$ cat config.mk
export PLATFORM = sky130hd
export DESIGN_NAME = stepper_ramp_profile_generator_unit
export DESIGN_NICKNAME = d
export VERILOG_FILES = /design/src/rtl/srpg_pkg.sv /design/src/rtl/srpg_cfg_regs.sv /design/src/rtl/srpg_ramp_core.sv /design/src/rtl/stepper_ramp_profile_generator_unit.sv
export SDC_FILE = /design/constraint.sdc
export NUM_CORES = 1
export LEC_CHECK = 0
export BUFFER_PORTS_ARGS = -buffer_cell sky130_fd_sc_hd__buf_4
export CAP_MARGIN = 20
export CORE_MARGIN = 8
export CORE_UTILIZATION = 43
export CTS_BUF_LIST = sky130_fd_sc_hd__clkbuf_8
export DETAILED_ROUTE_END_ITERATION = 8
export HOLD_SLACK_MARGIN = 0.08
export SETUP_SLACK_MARGIN = 0.15
export SLEW_MARGIN = 20
export SYNTH_ARGS = -nofsm -noshare
export SYNTH_HDL_FRONTEND = slang
export SYNTH_SLANG_ARGS = --single-unit
$ cat constraint.sdc
create_clock -name clk -period 6.5 [get_ports clk]
set_input_delay 1.3 -clock clk [delete_from_list [all_inputs] [get_ports clk]]
set_output_delay 1.3 -clock clk [all_outputs]
set_load 0.02 [all_outputs]
$ cat src/rtl/srpg_pkg.sv
// Shared types, widths and constants for the stepper ramp profile generator.
// No dependencies; every other file in rtl/ imports this package.
package srpg_pkg;

  localparam int DIVIDER_BITS  = 12;
  localparam int COUNT_BITS    = 24;
  localparam int RAMP_BITS     = 16;
  localparam int CFG_DATA_BITS = (RAMP_BITS > DIVIDER_BITS) ? RAMP_BITS : DIVIDER_BITS;
  localparam int CFG_IDX_BITS  = 3;

  // steps_left may dip to -1, brake point may go below zero while braking
  localparam int LEFT_BITS  = COUNT_BITS + 2;
  localparam int DONE_BITS  = COUNT_BITS + 1;
  localparam int BRAKE_BITS = COUNT_BITS + 2;
  localparam int CMP_BITS   = COUNT_BITS + 3;

  typedef logic [DIVIDER_BITS-1:0] div_t;
  typedef logic [RAMP_BITS-1:0]    ramp_t;

  localparam div_t  START_DIV_RST = div_t'(1024);
  localparam div_t  MIN_DIV_RST   = div_t'(384);
  localparam ramp_t RAMP_DIST_RST = ramp_t'(400);
  localparam div_t  RAMP_INC_RST  = div_t'(8);
  localparam div_t  CUR_DIV_RST   = div_t'(1024);
  localparam div_t  DIV_MAX       = {DIVIDER_BITS{1'b1}};

  typedef enum logic [0:0] {
    OP_START = 1'b0,
    OP_STEP  = 1'b1
  } op_e;

  typedef enum logic [CFG_IDX_BITS-1:0] {
    CFG_START_DIV = 3'd0,
    CFG_MIN_DIV   = 3'd1,
    CFG_RAMP_DIST = 3'd2,
    CFG_RAMP_INC  = 3'd3,
    CFG_REVERSE   = 3'd4
  } cfg_idx_e;

  typedef struct packed {
    div_t  start_div;
    div_t  min_div;
    ramp_t ramp_dist;
    div_t  ramp_inc;
    logic  reverse;
  } cfg_t;

  typedef struct packed {
    op_e                   op;
    logic [COUNT_BITS-1:0] step_total;
  } in_item_t;

  typedef struct packed {
    div_t divider;
    logic clock_run;
    logic dir_level;
    logic done_res;
    logic busy_res;
  } out_item_t;

endpackage

$ cat src/rtl/srpg_cfg_regs.sv
// Configuration register file: ramp setup written through the plain write port.
// Depends on srpg_pkg.
module srpg_cfg_regs
  import srpg_pkg::*;
(
  input  logic                     clk,
  input  logic                     rst_n,
  input  logic                     cfg_we,
  input  logic [CFG_IDX_BITS-1:0]  cfg_idx,
  input  logic [CFG_DATA_BITS-1:0] cfg_wdata,
  output cfg_t                     cfg
);

  cfg_t cfg_r;

  always_ff @(posedge clk) begin
    if (!rst_n) begin
      cfg_r.start_div <= START_DIV_RST;
      cfg_r.min_div   <= MIN_DIV_RST;
      cfg_r.ramp_dist <= RAMP_DIST_RST;
      cfg_r.ramp_inc  <= RAMP_INC_RST;
      cfg_r.reverse   <= 1'b0;
    end else if (cfg_we) begin
      unique case (cfg_idx_e'(cfg_idx))
        CFG_START_DIV: cfg_r.start_div <= cfg_wdata[DIVIDER_BITS-1:0];
        CFG_MIN_DIV:   cfg_r.min_div   <= cfg_wdata[DIVIDER_BITS-1:0];
        CFG_RAMP_DIST: cfg_r.ramp_dist <= cfg_wdata[RAMP_BITS-1:0];
        CFG_RAMP_INC:  cfg_r.ramp_inc  <= cfg_wdata[DIVIDER_BITS-1:0];
        CFG_REVERSE:   cfg_r.reverse   <= cfg_wdata[0];
        default: ;  // writes past the last register are dropped
      endcase
    end
  end

  assign cfg = cfg_r;

endmodule

$ cat src/rtl/srpg_ramp_core.sv
// Move state, single-pass ramp update: one start/step item per item_fire cycle.
// Depends on srpg_pkg.
module srpg_ramp_core
  import srpg_pkg::*;
(
  input  logic      clk,
  input  logic      rst_n,
  input  cfg_t      cfg,
  input  logic      item_fire,
  input  in_item_t  item,
  output out_item_t res
);

  logic                         moving_r, moving_nxt;
  logic signed [LEFT_BITS-1:0]  steps_left_r, steps_left_nxt, left_dec;
  logic [DONE_BITS-1:0]         steps_done_r, steps_done_nxt, done_inc;
  logic signed [BRAKE_BITS-1:0] brake_r, brake_nxt;
  div_t                         cur_div_r, cur_div_nxt;
  logic                         dir_r, dir_nxt;
  logic                         done;

  logic signed [CMP_BITS-1:0]     left_ext, done_ext, brake_ext, dist_ext, reach;
  logic signed [DIVIDER_BITS+1:0] div_sub, min_ext;
  logic [DIVIDER_BITS:0]          div_add;
  logic                           ends, accel_zone, accel_ok, decel_ok;

  always_comb begin
    left_dec  = steps_left_r - LEFT_BITS'(1);
    done_inc  = steps_done_r + DONE_BITS'(1);
    left_ext  = CMP_BITS'(left_dec);
    done_ext  = CMP_BITS'(done_inc);
    brake_ext = CMP_BITS'(brake_r);
    dist_ext  = CMP_BITS'(cfg.ramp_dist);
    reach     = brake_ext + dist_ext;

    div_sub = $signed({2'b00, cur_div_r}) - $signed({2'b00, cfg.ramp_inc});
    min_ext = $signed({2'b00, cfg.min_div});
    div_add = {1'b0, cur_div_r} + {1'b0, cfg.ramp_inc};

    ends       = left_dec <= LEFT_BITS'(1);
    accel_zone = left_ext > reach;
    accel_ok   = (div_sub > min_ext) && (reach <= done_ext);
    decel_ok   = (cur_div_r < cfg.start_div) && (brake_ext >= left_ext);

    moving_nxt     = moving_r;
    steps_left_nxt = steps_left_r;
    steps_done_nxt = steps_done_r;
    brake_nxt      = brake_r;
    cur_div_nxt    = cur_div_r;
    dir_nxt        = dir_r;
    done           = 1'b0;

    if (item.op == OP_START) begin
      // start while busy is dropped
      if (!moving_r) begin
        moving_nxt     = 1'b1;
        steps_left_nxt = LEFT_BITS'(item.step_total);
        steps_done_nxt = '0;
        brake_nxt      = '0;
        cur_div_nxt    = cfg.start_div;
        dir_nxt        = !cfg.reverse;
      end
    end else if (moving_r) begin
      steps_done_nxt = done_inc;
      steps_left_nxt = left_dec;
      if (ends) begin
        moving_nxt = 1'b0;
        done       = 1'b1;
      end else if (accel_zone) begin
        if (accel_ok) begin
          brake_nxt   = BRAKE_BITS'(reach);
          cur_div_nxt = div_sub[DIVIDER_BITS-1:0];
        end
      end else if (decel_ok) begin
        // rise back toward the start divider, saturate at full scale
        brake_nxt   = BRAKE_BITS'(brake_ext - dist_ext);
        cur_div_nxt = div_add[DIVIDER_BITS] ? DIV_MAX : div_add[DIVIDER_BITS-1:0];
      end
    end

    res.divider   = cur_div_nxt;
    res.clock_run = moving_nxt;
    res.dir_level = dir_nxt;
    res.done_res  = done;
    res.busy_res  = moving_nxt;
  end

  always_ff @(posedge clk) begin
    if (!rst_n) begin
      moving_r     <= 1'b0;
      steps_left_r <= '0;
      steps_done_r <= '0;
      brake_r      <= '0;
      cur_div_r    <= CUR_DIV_RST;
      dir_r        <= 1'b0;
    end else if (item_fire) begin
      moving_r     <= moving_nxt;
      steps_left_r <= steps_left_nxt;
      steps_done_r <= steps_done_nxt;
      brake_r      <= brake_nxt;
      cur_div_r    <= cur_div_nxt;
      dir_r        <= dir_nxt;
    end
  end

endmodule

$ cat src/rtl/stepper_ramp_profile_generator_unit.sv
// Top level of the stepper ramp profile generator: input register, ramp core,
// result register and configuration registers. Depends on srpg_pkg.
//
// Usage:
//   in_*  : valid/ready channel of in_item_t. op OP_START begins a move of
//           step_total steps; op OP_STEP reports one step pulse.
//   out_* : valid/ready channel of out_item_t, exactly one result per item,
//           in order: divider to program, clock run flag, direction level,
//           move-done flag and busy flag after that item.
//   cfg_* : plain write port; cfg_idx selects start divider, min divider,
//           ramp distance, ramp increment, reverse. Write only while idle.
// Pipeline: an item transfers into the input register, and its result is
//   captured in the result register when that is free or draining.
// Throughput: one item per cycle while out_ready stays high; the whole
//   ramp update is a single pass of adds and compares between the two registers.
// Reset: synchronous rst_n clears both stages, the move state and loads the
//   default register values; no result is pending after reset.
// Stall: while out_ready is low the result holds, the input register keeps
//   its item, and in_ready drops only once both are full.
module stepper_ramp_profile_generator_unit
  import srpg_pkg::*;
(
  input  logic                     clk,
  input  logic                     rst_n,
  input  logic                     in_valid,
  output logic                     in_ready,
  input  in_item_t                 in_data,
  output logic                     out_valid,
  input  logic                     out_ready,
  output out_item_t                out_data,
  input  logic                     cfg_we,
  input  logic [CFG_IDX_BITS-1:0]  cfg_idx,
  input  logic [CFG_DATA_BITS-1:0] cfg_wdata
);

  cfg_t      cfg;
  in_item_t  item_r;
  logic      item_valid_r;
  out_item_t res;
  out_item_t out_r;
  logic      out_valid_r;
  logic      item_fire;

  srpg_cfg_regs u_cfg (
    .clk       (clk),
    .rst_n     (rst_n),
    .cfg_we    (cfg_we),
    .cfg_idx   (cfg_idx),
    .cfg_wdata (cfg_wdata),
    .cfg       (cfg)
  );

  // advance the input register whenever the result register is free or draining
  assign item_fire = item_valid_r && (!out_valid_r || out_ready);
  assign in_ready  = !item_valid_r || item_fire;

  srpg_ramp_core u_core (
    .clk       (clk),
    .rst_n     (rst_n),
    .cfg       (cfg),
    .item_fire (item_fire),
    .item      (item_r),
    .res       (res)
  );

  always_ff @(posedge clk) begin
    if (!rst_n) begin
      item_valid_r <= 1'b0;
    end else if (in_ready) begin
      item_valid_r <= in_valid;
    end
  end

  always_ff @(posedge clk) begin
    if (in_valid && in_ready) begin
      item_r <= in_data;
    end
  end

  always_ff @(posedge clk) begin
    if (!rst_n) begin
      out_valid_r <= 1'b0;
    end else if (item_fire) begin
      out_valid_r <= 1'b1;
    end else if (out_ready) begin
      out_valid_r <= 1'b0;
    end
  end

  always_ff @(posedge clk) begin
    if (item_fire) begin
      out_r <= res;
    end
  end

  assign out_valid = out_valid_r;
  assign out_data  = out_r;

  a_done_not_busy: assert property (@(posedge clk) disable iff (!rst_n)
    out_valid_r && out_r.done_res |-> !out_r.busy_res)
    else $error("move done reported while still busy");

  a_run_tracks_busy: assert property (@(posedge clk) disable iff (!rst_n)
    out_valid_r |-> out_r.clock_run == out_r.busy_res)
    else $error("clock run flag disagrees with busy flag");

  a_item_kept_on_stall: assert property (@(posedge clk) disable iff (!rst_n)
    item_valid_r && out_valid_r && !out_ready |=> item_valid_r && $stable(item_r))
    else $error("input register lost its item during an output stall");

  a_no_accept_when_full: assert property (@(posedge clk) disable iff (!rst_n)
    item_valid_r && out_valid_r && !out_ready |-> !in_ready)
    else $error("input accepted with both stages full");

endmodule
* Word level (Yosys, flattened, before mapping)
Index checks and enable logic that the tools add are counted.
Storage, ports and cells: register bits 186, latch bits 0, bits in writable memories 0, memory bits (read-only) 0, input bits 49, output and inout port bits 18, memories 0
Cells by class: add/sub/neg operators 6, $mul 0, divide/modulo/power cells 0, order comparisons 6, equality and inequality tests 9, shift operators 0, muxes and demuxes 29, bitwise gates (word level) 0, reduce and logical (&&, ||, !) cells 19
Operator list (count):
- 2-to-1 mux 26 bit | 10
- 2-to-1 mux 12 bit | 8
- 2-to-1 mux 25 bit | 3
- adder 26 x 17 -> 27 bit | 1
- greater-than comparator 26 x 27 -> 1 bit | 1
- less-or-equal comparator 27 x 26 -> 1 bit | 1
- >= comparator 26 bit | 1
- less-or-equal comparator 26 x 2 -> 1 bit, second input constant | 1
- subtractor 26 x 17 -> 26 bit | 1
- subtractor 26 x 2 -> 26 bit, second input constant | 1
- adder 25 x 1 -> 25 bit, second input constant | 1
- greater-than comparator 14 x 13 -> 1 bit | 1
- adder 12 x 12 -> 13 bit | 1
- subtractor 12 x 12 -> 13 bit | 1
- less-than comparator 12 bit | 1
- AND reduction 2 bit | 6
- 2-to-1 mux 1 bit | 8
- equality test 3 x 2 -> 1 bit, second input constant | 2
- != test 3 bit, second input constant | 2
- AND reduction 6 bit | 1
- logical AND 1 bit | 4
- != test 2 bit, second input constant | 2
- equality test 3 x 1 -> 1 bit, second input constant | 1
- equality test 3 bit, second input constant | 1
- other kinds (6) | 9

* Logic depth before layout (Yosys ltp)
Gate-level depths: netlist (run 1).
word-level depth 8, depth in mapped cells 29, gate-level depth less buffers 26

* Modules after synthesis
A second synthesis (run 1) with hierarchy kept.
Unflattened totals: cells, all modules 1805, area, all modules 14501.4 um^2
By module, submodules not included:
- srpg_ramp_core | times used 1, cells each 1555, area an instance 11140.7 um^2
- srpg_cfg_regs | times used 1, cells each 200, area an instance 2025.7 um^2
- stepper_ramp_profile_generator_unit | times used 1, cells each 50, area an instance 1335.0 um^2

* Worst setup path after synthesis (run 1)
OpenSTA, ideal clock, no wires.
path kind flip-flop to flip-flop, start register u_core.cur_div_r[0], end register out_r (netlist bit out_data[12]), data pin, setup time 0.275 ns, arrival time 4.868 ns, slack 1.356 ns, stages on the path, launching flop included 28, path buffers 1, path through dfxtp_1 > inv_1 > ha_1 > inv_1 > fa_1 > a211oi_1 > o21bai_1 > a21oi_1 > nor2_1 > o31ai_1 > nand2b_1 > a21oi_1 > xnor2_1 > ha_1 > o21ai_0 > nand2b_1 > a21oi_1 > or3_1 > a31o_2 > a21oi_1 > o21a_1 > nand3_1 > o31ai_4 > a21o_1 > buf_2 > nor2_1 > a2111oi_0 > o22ai_1
RTL lines:
- start, declared | line srpg_ramp_core.sv:18 | div_t cur_div_r, cur_div_nxt;
- start signal, assigned | line srpg_ramp_core.sv:101 | cur_div_r <= cur_div_nxt;
- end signal, assigned | line stepper_ramp_profile_generator_unit.sv:92 | out_r <= res;
- end, declared | line stepper_ramp_profile_generator_unit.sv:40 | out_item_t out_r;

* Worst setup path in the final report (run 1)
start register u_cfg.cfg_r (netlist bit u_cfg.cfg[17]), end register u_core.cur_div_r[11]
Between the ends: longest elaborated chain between the ends 8, elaborated cells on any way between the ends 9, those cells by class 1 x add/sub; 2 x order compare; 5 x mux; 1 x reduce/logical
RTL lines:
- start, declared | line srpg_cfg_regs.sv:14 | cfg_t cfg_r;
- adder 26 x 17 -> 27 bit (*) | line srpg_ramp_core.sv:34 | reach = brake_ext + dist_ext;
- less-or-equal comparator 27 x 26 -> 1 bit | line srpg_ramp_core.sv:42 | accel_ok = (div_sub > min_ext) && (reach <= done_ext);
- logical AND 1 bit | line srpg_ramp_core.sv:42
- 2-to-1 mux 12 bit | line srpg_ramp_core.sv:70 | if (accel_ok) begin
- 2-to-1 mux 12 bit (*) | line srpg_ramp_core.sv:69 | end else if (accel_zone) begin
- 2-to-1 mux 12 bit (*) | line srpg_ramp_core.sv:66 | if (ends) begin
- 2-to-1 mux 12 bit (*) | line srpg_ramp_core.sv:63 | end else if (moving_r) begin
- 2-to-1 mux 12 bit (*) | line srpg_ramp_core.sv:53 | if (item.op == OP_START) begin
Mark *: on every way between the ends. The rest lies on a longest branch, timed or not. A chain may end at the register's enable or synchronous reset.

==> results.yml, run 1 <==
grt:
  grt_pass1_vias: 12680
  grt_first_pass_wirelength_mm: 71.47
  grt.overflow.total: 0
  grt_max_degree: 75
  grt_usage_pct: 23.05
  antenna_found_initial: 0
yosys:
  synth-seq-area-share_pct: 28.34
  netlist_instances: 1839
  synth.ff_latch_count: 186
  ys_async_sr_fraction_pct: 0
  synth_cell_type_count: 96
  syn_avg_cell_area_sq_um: 7.913
  synth_area_leaders: "dfxtp_1 20%, ha_1 13%, edfxtp_1 8.3%, a21oi_1 6.7%, nand2_1 5.5%"
  netlist.area_leader.share_pct: 20.09
  netlist_area_sq_um: 14550
  synth-edff-count: 40
  synthFlopType: "dfxtp_1"
  yosysTopAreaCell: "dfxtp_1"
  ys_warn_count: 0
  syn-num-nets: 2047
place:
  postPlaceCellArea_sq_um: 15410
  port_buffers: 66
  hpwlAfterDp_mm: 35.49
  pre_cts_ws_ps: 458.7
  place_congestion: 0.9448
clock_network:
  postCtsSetupBuffers: 0
  cts_tree: "done"
  cts.sinks: 186
  clockBufferDepth: 2
  h-tree-depth: 4
  cts_buffers: 17
  hold_buffers: 0
  cts.reportedPaths.clkPinSlew_ps: 110
  clk_latency_ps: 520
  cts_resized: 0
  clockRootBuffer: "clkbuf_8"
sta:
  fmax_ghz: 0.1673
  min_period_over_period_pct: 91.98
  min_period_ps: 5979
  setup_tns_ps: 0
  setup_viol: 0
  skew_ps: 20.35
  worst_slack_ps: 521.0
  slew_violations: 0
  max-slew-margin-rel_pct: 25.60
  worstMarginPinSlew_ps: 1109
  rsz0062_at_grt: "no"
  whs_ps: 467.6
  hold_viol_final: 0
pwr:
  p_clk_share_pct: 21.5
  power.density_nw_per_um2: 243.6
  pwr-share-comb_pct: 45.4
  p_sw_uw: 1624
  seq_power_share_pct: 33.2
  total_leakage_power_uw: 0.006291
  vdd_drop_max_mv: 0.1881
  internal-power_uw: 2228
  swShare_pct: 42.17
floorplanning:
  die_w_um: 200.0
  start_util_pct: 43.50
  num_rows: 67
  core-area_sq_um: 33450
  die_area_sq_um: 39980
  ioPinCount: 67
  fp.dieH_um: 200.0
route:
  drtAntennaViolNets: 0
  vias: 13360
  post_drt_via_cell_ratio: 5.752
  first_pass_iters: 5
  totalWireLength_mm: 46.36
  drt_iter0_markers: 1074
  drc_errors: 0
  wl_per_cell_um: 19.97
setup_path:
  worst-setup-path-type: "reg -> reg"
  r2r-start: "u_cfg.cfg[17]$_SDFFE_PN1P_"
  crit_path_end_kind: "flop"
  r2r_slack_ps: 520
  rr_worst_depth: 20
  worstSetupStartpointType: "flop"
  worst_ep_arrival_time_ps: 6430
  worst_ep_required_time_ps: 6950
  worstReg2RegEnd: "u_core.cur_div_r[11]$_SDFFE_PN0P_"
  path_max_fanout: 12
layout:
  nets: 2069
  num_antenna_cells: 0
  nFillCells: 3345
  drive_above_1_share_pct: 9.445
  synthToLayoutAreaGrowth_pct: 8.667
  final_cell_area_sq_um: 15810
outcome:
  status: "finished clean"
job:
  cap_violations: 0
hold_path:
  min_to: "u_cfg.cfg[33]$_SDFFE_PN0P_"
  worst_hold_path_type: "reg -> reg"
  worstHoldStart: "u_cfg.cfg[33]$_SDFFE_PN0P_"
  whs_path_depth: 2
## kinds of logic (layout without fill, tap and decap cells)
group / count (synthesis) / after routing / share of synthesized area, %
xor gates and xnor gates: 100 / 100 / 6.397
adders and majority gates: 159 / 159 / 13.88
muxes: 35 / 35 / 2.433
and+or+nand+nor: 647 / 647 / 21.44
AOI/OAI and AO/OA: 479 / 479 / 20.99
buffers and inverters: 233 / 268 / 6.518
DFF: 186 / 186 / 28.34
## metal layers
layer | vias up | global-route usage, % | wire (um)
li1 | 6552 | - | -
met1 | 6388 | 30.04 | 20980
met2 | 355 | 37.88 | 21520
met3 | 61 | 3.487 | 2233
met4 | 0 | 9.237 | 1620
met5 | - | 0 | 0
## state kept, by name (all words and copies together), names as in the netlist
| signal | flops |
|---|---|
| u_core.dir_r | 1 |
| u_cfg.cfg | 53 |
| item_r | 25 |
| u_core.cur_div_r | 12 |
| u_core.moving_r | 1 |
| u_core.brake_r | 26 |
| item_valid_r | 1 |
| out_data | 15 |
| out_valid | 1 |
| u_core.steps_done_r | 25 |
| u_core.steps_left_r | 26 |
## worst max-delay path, cell delays in order, from the launching register on
cell       delay [ps]
dfxtp_1           360
inv_1              60
ha_1              480
nor2_2             80
a211oi_2          310
a2111oi_2         140
o31ai_1           830
nand2_1           320
and3_1            290
xnor2_1           160
ha_1              220
nor2b_1           160
and3b_1           200
o32a_1            340
a2111o_1          490
a21boi_2          290
buf_4             230
nor3b_1           200
a2111oi_1          90
or4_1             500
a21oi_1           130
## placed cells by master, fill, tap and decap left out, types with 7 or more instances in the layout
| cell | netlist | layout |
|---|---|---|
| nand2_1 | 215 | 214 |
| a21oi_1 | 195 | 195 |
| nor2_1 | 162 | 162 |
| ha_1 | 155 | 155 |
| dfxtp_1 | 146 | 146 |
| inv_1 | 141 | 142 |
| buf_4 | 2 | 90 |
| o21ai_0 | 77 | 77 |
| xnor2_1 | 67 | 67 |
| nor3_1 | 48 | 48 |
| nand3_1 | 48 | 48 |
| edfxtp_1 | 40 | 40 |
| mux2i_1 | 32 | 32 |
| nand4_1 | 30 | 30 |
| xor2_1 | 29 | 29 |
| a211oi_1 | 28 | 27 |
| nor2b_1 | 25 | 25 |
| a21o_1 | 22 | 21 |
| clkbuf_8 | 0 | 17 |
| nand2b_1 | 16 | 16 |
| nor4_1 | 15 | 15 |
| o211ai_1 | 15 | 15 |
| and2_1 | 16 | 14 |
| o21bai_1 | 15 | 14 |
| or3_1 | 13 | 13 |
| o22ai_1 | 13 | 13 |
| and3_1 | 12 | 12 |
| o21a_1 | 10 | 10 |
| a31oi_1 | 10 | 10 |
| or2_2 | 8 | 8 |
| o21ai_1 | 8 | 8 |
| or4_1 | 7 | 7 |
## synth_stat cells (22+ instances only)
cell and number:
edfxtp_1 40, mux2i_1 32, nand2_1 215, clkbuf_1 62, a21oi_1 195, xnor2_1 67
nor2_1 162, a211oi_1 28, xor2_1 29, o21ai_0 77, nor2b_1 25, inv_1 141
a21o_1 22, nand3_1 48, nor3_1 48, ha_1 155, nand4_1 30, dfxtp_1 146
## power by group through the flow
stage	clock, uW	sequential [uW]	combinational, uW
3_5_place_dp	0	1300	1710
5_1_grt	893	1280	1890
3_3_place_gp	0	1300	1700
2_1_floorplan	0	1290	1220
4_1_cts	854	1280	1720
6_report	827	1280	1750
## area by class of cell
cell class	instances	area [sq um]	share of cell area (%)
clock buffer	17	234.0	1.480
clock inverter	15	152.6	0.9653
inverter	145	546.8	3.458
multi-input combinational	1420	9499	60.07
sequential	186	4124	26.08
tap	448	560.5	3.545
timing repair buffer	91	695.7	4.399
## worst max path at each step
stage / slack [ps] / from / to / cells after the start
5_1_grt: 150 / u_core.cur_div_r[0]$_SDFFE_PN0P_ / u_core.brake_r[18]$_SDFFE_PN0P_ / 27
6_report: 520 / u_cfg.cfg[17]$_SDFFE_PN1P_ / u_core.cur_div_r[11]$_SDFFE_PN0P_ / 20
3_3_place_gp: 640 / u_cfg.cfg[13]$_SDFFE_PN0P_ / out_data[11]$_DFFE_PP_ / 24
2_1_floorplan: 1360 / u_core.cur_div_r[0]$_SDFFE_PN0P_ / out_data[12]$_DFFE_PP_ / 27
3_5_place_dp: 460 / u_cfg.cfg[17]$_SDFFE_PN1P_ / out_data[12]$_DFFE_PP_ / 25
4_1_cts: 400 / u_cfg.cfg[17]$_SDFFE_PN1P_ / u_core.brake_r[20]$_SDFFE_PN0P_ / 26
## per-stage QoR
step / util [%] / instances / power (uW)
floorplan: - / 1839 / 2511
global placement: 46.07 / 2290 / 2999
detailed placement: 46.07 / 2290 / 3010
CTS: 47.22 / 2322 / 3850
global route: 47.27 / 2322 / 4067
finish: 47.27 / 2322 / 3852
Power figures use the tool's default switching activity.
==> run 2: changes to the inputs <==
--- a/config.mk
+++ b/config.mk
@@ -12,6 +12,7 @@
 export CTS_BUF_LIST = sky130_fd_sc_hd__clkbuf_8
 export DETAILED_ROUTE_END_ITERATION = 8
 export HOLD_SLACK_MARGIN = 0.08
+export PLACE_DENSITY = 0.68
 export SETUP_SLACK_MARGIN = 0.15
 export SLEW_MARGIN = 20
 export SYNTH_ARGS = -nofsm -noshare
==> results.yml, run 2 (synthesis gave the netlist of run 1 again) <==
sta:
  hold_viol_final: 0
  min_period_over_period_pct: 91.97
  skew_ps: 28.89
  slew_violations: 0
  max-slew-margin-rel_pct: 30.58
  setup_tns_ps: 0
  worstMarginPinSlew_ps: 1030
  min_period_ps: 5978
  setup_viol: 0
  rsz0062_at_grt: "no"
  fmax_ghz: 0.1673
layout:
  drive_above_1_share_pct: 9.470
  num_antenna_cells: 0
  final_common_cell: "nand2_1"
  largest_reg_flops: 53
  nets: 2064
  register_area_sq_um: 4124
  nFillCells: 3242
  multi_input_area_sq_um: 9522
  synthToLayoutAreaGrowth_pct: 8.582
  layout_common_cells: "214 x nand2_1, 194 x a21oi_1, 161 x nor2_1, 155 x ha_1, 146 x dfxtp_1"
outcome:
  status: "finished clean"
route:
  drtAntennaViolNets: 0
  drc_errors: 0
  vias: 13380
  post_drt_via_cell_ratio: 5.773
  wl_met3_mm: 2.466
  first_pass_iters: 5
  wl_per_cell_um: 19.34
  drt_iter0_markers: 1128
  wl_met1_mm: 19.38
  route.met2.wl_mm: 20.62
  maxUsedRoutingLayer: "met4"
  totalWireLength_mm: 44.80
setup_path:
  worst_ep_arrival_time_ps: 6210
  worst-setup-path-type: "reg -> reg"
  r2r_slack_ps: 520
  worst_ep_required_time_ps: 6730
  slowest_delay_ps: 750
  r2r-start: "u_cfg.cfg[17]$_SDFFE_PN1P_"
  worstReg2RegEnd: "out_data[12]$_DFFE_PP_"
  crit_slowest_cell: "o31ai_1"
  worstSetupStartpointType: "flop"
  crit_path_end_kind: "flop"
  rr_worst_depth: 20
  crit_path_start: "u_cfg.cfg[17]$_SDFFE_PN1P_"
  crit_chain: "inv_1 > ha_1 > nor2_2 > a211oi_2 > a2111oi_2 > o31ai_1 > nand2_1 > nand4_1 > xnor2_1 > inv_1 > ha_1 > nand4_1 > or3b_1 > a2111oi_2 > a22oi_2 > a21boi_4 > a21o_2 > nor2_1 > a2111oi_0 > o22ai_1"
  path_max_fanout: 10
floorplanning:
  num_rows: 67
  core-area_sq_um: 33450
  ioPinCount: 67
  fp.dieH_um: 200.0
  start_util_pct: 43.50
  die_w_um: 200.0
  die_area_sq_um: 39980
hold_path:
  worst_hold_path_type: "reg -> reg"
  min_to: "u_cfg.cfg[30]$_SDFFE_PN0P_"
  whs_path_depth: 2
  worstHoldStart: "u_cfg.cfg[30]$_SDFFE_PN0P_"
clock_network:
  clk_latency_ps: 520
  clockBufferDepth: 2
  cts_tree: "done"
  cts_buffers: 17
  clockRootBuffer: "clkbuf_8"
  h-tree-depth: 4
  cts.sinks: 186
  hold_buffers: 0
  cts.reportedPaths.clkPinSlew_ps: 110
grt:
  grt_max_degree: 92
  grt.overflow.total: 0
  antenna_found_initial: 0
  grt_first_pass_wirelength_mm: 71.11
  grt_usage_pct: 22.59
  grt_pass1_vias: 12960
pwr:
  swShare_pct: 42.54
  pwr-share-comb_pct: 45.4
  p_sw_uw: 1615
  power.density_nw_per_um2: 240.3
  seq_power_share_pct: 33.6
  internal-power_uw: 2182
  p_clk_share_pct: 20.9
  power_uw: 3797
  vdd_drop_max_mv: 0.1687
  total_leakage_power_uw: 0.006275
job:
  cap_violations: 0
place:
  hpwlAfterDp_mm: 34.38
  place_congestion: 0.9340
  port_buffers: 66
## run 2: cell types whose count changed in the layout (fill, tap and decap cells not counted), moves of 2 or more
cell	delta
buf_4	-5
clkinv_8	+5
inv_8	-5
inv_6	+2
## run 2: how the worst max path moves through the flow
stage / depth (start not counted) / end / slack, ps
3_3_place_gp: 23 / out_data[12]$_DFFE_PP_ / 530
5_1_grt: 19 / out_data[12]$_DFFE_PP_ / 140
4_1_cts: 25 / u_core.brake_r[1]$_SDFFE_PN0P_ / 320
2_1_floorplan: 27 / out_data[12]$_DFFE_PP_ / 1360
6_report: 20 / out_data[12]$_DFFE_PP_ / 520
3_5_place_dp: 25 / u_core.brake_r[1]$_SDFFE_PN0P_ / 360
## run 2: worst max-delay path, delay by kind of cell, from the launching register on
kind | cells | cell delay [ps]
XOR/XNOR | 1 | 220
adder cells (fa/ha/maj) | 2 | 760
flip-flops | 1 | 350
buffers and inverters | 2 | 150
AO/OA/AOI/OAI | 9 | 3020
AND/OR/NAND/NOR | 6 | 1200
## run 2: routing by layer
layer / global-route usage, % / vias to the layer above
met5: 0 / -
met4: 12.21 / 0
met3: 3.118 / 107
met2: 36.80 / 432
met1: 28.67 / 6314
li1: - / 6523
## run 2: stage by stage
stage / setup WS (ps) / instances / utilization (%) / hold slack, ps / instance area [sq um]
final: 521.8 / 2317 / 47.24 / 459.9 / 15800
after floorplan: 1356 / 1839 / - / 436.3 / 14550
after global placement: 526.9 / 2282 / 45.85 / 444.1 / 15340
after CTS: 316.4 / 2314 / 47.03 / 461.1 / 15730
after detailed placement: 364.0 / 2282 / 45.85 / 446.3 / 15340
after global routing: 141.3 / 2317 / 47.24 / 479.6 / 15800
## run 2: final cells by class
type / instances / share of cell area (%)
repair buffers: 86 / 4.134
multi-input cells: 1420 / 60.26
clock inverters: 15 / 1.014
inverters: 145 / 3.461
clock buffers: 17 / 1.481
flip-flops and latches: 186 / 26.10
well taps: 448 / 3.548
## run 2: power by group through the flow
stage | clock network [uW] | registers (uW) | logic (uW)
after floorplan | 0 | 1290 | 1220
after global placement | 0 | 1300 | 1630
after detailed placement | 0 | 1300 | 1660
after CTS | 820 | 1280 | 1670
after global routing | 851 | 1280 | 1890
final | 795 | 1280 | 1730
## run 2: what timing repair did
item	4_1_cts	5_1_grt
endpoints found under the setup margin	0	38
gates resized for setup	0	10
setup buffers	0	2
